### config.mk
export PLATFORM = sky130hd
export DESIGN_NAME = v2dc_ram
export DESIGN_NICKNAME = d
export VERILOG_FILES = /design/src/sv/v2dc_ram.sv
export SDC_FILE = /design/constraint.sdc
export NUM_CORES = 2
export LEC_CHECK = 0
export BUFFER_PORTS_ARGS = -buffer_cell sky130_fd_sc_hd__buf_4
export CORE_UTILIZATION = 33
export DETAILED_ROUTE_END_ITERATION = 8
export PLACE_DENSITY_LB_ADDON = 0.25
export SYNTH_ARGS = -nofsm -noshare
export SYNTH_HDL_FRONTEND = slang
export SYNTH_SLANG_ARGS = --single-unit
### constraint.sdc
create_clock -name i_clk -period 7.5 [get_ports i_clk]
set_input_delay 0.375 -clock i_clk [delete_from_list [all_inputs] [get_ports i_clk]]
set_output_delay 0.375 -clock i_clk [all_outputs]
set_load 0.01 [all_outputs]
### src/sv/v2dc_ram.sv
// ============================================================================
// Valid-mode 2D convolution: generic RAM
// One write port and one read port with registered read data.
// ============================================================================
module v2dc_ram #(
    parameter int WIDTH = 32,
    parameter int DEPTH = 64
) (
    input  logic                                   i_clk,
    input  logic                                   i_we,
    input  logic [((DEPTH > 1) ? $clog2(DEPTH) : 1)-1:0] i_waddr,
    input  logic [WIDTH-1:0]                       i_wdata,
    input  logic [((DEPTH > 1) ? $clog2(DEPTH) : 1)-1:0] i_raddr,
    output logic [WIDTH-1:0]                       o_rdata
);

    logic [WIDTH-1:0] r_mem [DEPTH];
    logic [WIDTH-1:0] r_rdata;

    always_ff @(posedge i_clk) begin
        if (i_we) begin
            r_mem[i_waddr] <= i_wdata;
        end
        r_rdata <= r_mem[i_raddr];
    end

    assign o_rdata = r_rdata;

endmodule

After elaboration in Yosys (flattened, before gate mapping):

Memories as Yosys holds them, arrays and structs flattened. A register that Yosys moved wholly into a read port is not among the register bits.
Index checks and enable logic that the tools add are counted.

* flip-flop bits (word level): 0
* bits in writable memories: 2048
* output and inout port bits: 32
* logic and storage cells: 3
* memories kept: 1

Memory list
* r_mem: words 64, bits a word 32, read ports 1, clocked after memory_dff 1, write ports 1, RTL line 17 `logic [WIDTH-1:0] r_mem [DEPTH];`

* mux-type cells: 2

Operators by type and width (number)
* 2-to-1 mux 1 bit: 2

Logic depth before layout (Yosys ltp):

* depth in word-level cells: 2
* gate-level depth with buffers: 10

Worst setup path after synthesis:

Ideal clock, no wire load.

* path kind: input -> register
* start point: input i_waddr[3] (netlist name)
* end point: memory r_mem[48][0], enable pin
* setup time: 0.461 ns
* arrival: 3.074 ns
* required time: 7.039 ns
* path slack: 3.965 ns
* stages: 4
* cell sequence: clkbuf_1 nor2b_1 nand4b_1 nor3_1

RTL lines
* start: declaration: RTL line 11 `input logic [((DEPTH > 1) ? $clog2(DEPTH) : 1)-1:0] i_waddr,`
* end: declaration: RTL line 17

No word-level cell before the write port.

==> results.sh <==
export IMPL_io_pins=78
export IMPL_vdd_ir_drop_worst_uv=196
export IMPL_die_w_um=490
export IMPL_antenna_found_initial=12
export IMPL_drc=0
export IMPL_crit_start="i_raddr[1]"
export IMPL_syn_num_nets=3370
export IMPL_finalMaxSlewViolations=0
export IMPL_drive_above_1_share_pct=29.2
export IMPL_fillers=20941
export IMPL_synth_top_area_share_pct=78.3
export IMPL_r2r_setup_slack_ns=5.13
export IMPL_dieHeight_um=490
export IMPL_ant_nets=0
export IMPL_power_density_nw_per_um2=268
export IMPL_synth_warnings=0
export IMPL_post_drt_wl_per_cell_um=31.2
export IMPL_setup_ws_ns=4.45
export IMPL_end_kind="flop"
export IMPL_final_hold_viol_count=0
export IMPL_holdBufCountCts=0
export IMPL_hold_path_startpoint="i_wdata[10]"
export IMPL_drt_total_wl_mm=215
export IMPL_grt_usage_pct=17.9
export IMPL_dr_pass1_iters=5
export IMPL_path_class="in2reg"
export IMPL_tns_ns=0
export IMPL_dp_slack_ns=3.47
export IMPL_power_leakage_nw=27.6
export IMPL_yosysUniqueCellTypes=34
export IMPL_viasPerCell=5.26
export IMPL_fin_skew_ns=0.0315
export IMPL_synth_most_common_cell="edfxtp_1"
export IMPL_cp_start_kind="primary input"
export IMPL_area_growth_pct=15.0
export IMPL_hpwl_mm=115
export IMPL_synth_edf_count=2048
export IMPL_netlist_area_um2=78500
export IMPL_synth_area_leaders="edfxtp_1 (78%), mux4_2 (16%), mux2i_1 (1.2%), dfxtp_1 (0.82%), o22ai_1 (0.67%)"
export IMPL_maxCapViolations=0
export IMPL_fin_crit_sh_pct=40.7
export IMPL_cts_resized=0
export IMPL_grt_max_degree=119
export IMPL_hold_end="r_mem[36][10]$_DFFE_PP_"
export IMPL_required_ns=8.20
export IMPL_post_route_util_pct=38.3
export IMPL_max_slew_worst_pin_slew_ns=1.15
export IMPL_setup_viol=0
export IMPL_core_um2=236000
export IMPL_io_buffers=77
export IMPL_row_count=178
export IMPL_rsz0062_at_grt="false"
export IMPL_grt_pass1_wl_mm=297
export IMPL_clock_latency_ns=0.85
export IMPL_r2r_start="r_mem[26][8]$_DFFE_PP_"
export IMPL_cts_tree="done"
export IMPL_ys_top_cells_by_count="edfxtp_1 (2048), mux4_2 (544), nor2_1 (137)"
export IMPL_grt_pass1_vias=37136
export IMPL_cts_root_buffer="clkbuf_16"
export IMPL_reg2reg_depth=5
export IMPL_design_die_area_um2=240000
export IMPL_path_clk_slew_ns=0.06
export IMPL_timing_fmax_mhz=327
export IMPL_reg2reg_to="o_rdata[8]$_DFF_P_"
export IMPL_hold_path_class="in2reg"
export IMPL_slew_headroom_pct=23.1
export IMPL_cp_arrival_ns=3.76
export IMPL_nNetsFinal=3584
export IMPL_post_route_min_period_ns=3.05
export IMPL_synth_seq_area_share_pct=79.1
export IMPL_outcome="finished, final reports clean"
export IMPL_synth_area_leader_cell="edfxtp_1"
export IMPL_hold_path_depth=1
export IMPL_clock_sinks=2080
export IMPL_postCtsSetupBuffers=0
export IMPL_place_congestion=0.754
export IMPL_async_flop_share_pct=0
export IMPL_gr_total_overflow=0
export IMPL_ys_seq_elements=2080
export IMPL_syn_instance_count=3324
export IMPL_cts_buffers=210
export IMPL_crit_fanout=57
export IMPL_initialDrtViolationCount=3625
export IMPL_vias=36201
export IMPL_htree_levels=4
export IMPL_syn_avg_cell_area_um2=23.6
export IMPL_cts_max_path_buffers=3
export IMPL_initial_core_util_pct=33.3
export IMPL_ys_flop_type="edfxtp_1"
## logic make-up (layout without fill, tap and decap cells)
| logic type | Yosys count | in the layout | synth area share, % |
|---|---|---|---|
| buf+inv | 182 | 580 | 1.13 |
| flops | 2080 | 2080 | 79.1 |
| compound gates | 202 | 202 | 1.67 |
| mux | 637 | 637 | 16.8 |
| other cells | 0 | 5 | 0 |
| simple gates | 223 | 223 | 1.27 |
## worst max path at each step
| stage | slack, ns | end | depth (start not counted) |
|---|---|---|---|
| global route | 4.25 | o_rdata[11]$_DFF_P_ | 8 |
| CTS | 4.39 | o_rdata[11]$_DFF_P_ | 8 |
| detailed placement | 3.47 | o_rdata[11]$_DFF_P_ | 8 |
| global placement | 3.43 | o_rdata[11]$_DFF_P_ | 8 |
| finish | 4.45 | o_rdata[11]$_DFF_P_ | 8 |
| floorplan | 3.97 | r_mem[48][0]$_DFFE_PP_ | 4 |
## final cells by class
class                   count  area [um2]  share of cell area (%)
clock buffers             305        5910                    6.55
clock inverters            91         767                   0.850
diodes                      5        12.5                  0.0139
flip-flops and latches   2080       62100                    68.8
well taps                3150        3940                    4.37
repair buffers            184        1520                    1.68
multi-input cells        1062       16000                    17.7
## cells in the final DEF (no fill, tap or decap), types with 6 or more instances in the layout
cell type	synthesis	routed
clkbuf_8	0	26
mux4_2	544	544
dfxtp_1	32	32
a311oi_1	8	8
clkbuf_16	0	212
buf_4	25	171
nor2b_1	15	15
a22oi_1	12	12
mux2i_1	93	93
a21oi_1	62	62
nor2_4	0	62
clkinv_8	0	6
clkbuf_1	74	67
nor2_1	137	75
o221ai_1	27	27
nand2_1	26	26
buf_12	0	9
o22ai_1	84	84
edfxtp_1	2048	2048
bufinv_16	0	7
clkinv_1	0	38
clkinv_2	0	28
nand2b_1	8	7
## state kept, by name (all words and copies together) (netlist names)
| signal | flops |
|---|---|
| r_mem | 2048 |
| o_rdata | 32 |
## power breakdown
part | switching (mW) | leakage (nW) | internal [mW] | total, mW
sequential | 0.0584 | 18.7 | 12.9 | 12.9
combinational | 0.749 | 5.65 | 0.436 | 1.18
clock | 4.39 | 3.25 | 5.72 | 10.1
## through the flow
stage | area [um2] | std cells | hold slack, ns | total power, mW
5_1_grt | 90300 | 6874 | 0.0549 | 24.9
4_1_cts | 90300 | 6872 | 0.0125 | 24.5
2_1_floorplan | 78500 | 3324 | 0.474 | 13.8
3_3_place_gp | 83600 | 6476 | 0.799 | 14.4
6_report | 90300 | 6877 | 0.0607 | 24.2
3_5_place_dp | 83600 | 6476 | 0.802 | 14.4
## routing by layer
layer | track usage (%) | wire length, um
met1 | 24.2 | 90800
met2 | 29.2 | 104000
met3 | 3.65 | 13500
met4 | 5.28 | 5580
met5 | 0 | 47
## worst max-delay path, cell delays in order
cell	delay (ns)
buf_8	0.43
buf_4	0.59
buf_4	0.68
mux4_2	0.59
o221ai_1	0.19
a21oi_1	0.06
a21oi_1	0.65
nor2_1	0.07
Power figures use the tool's default switching activity.
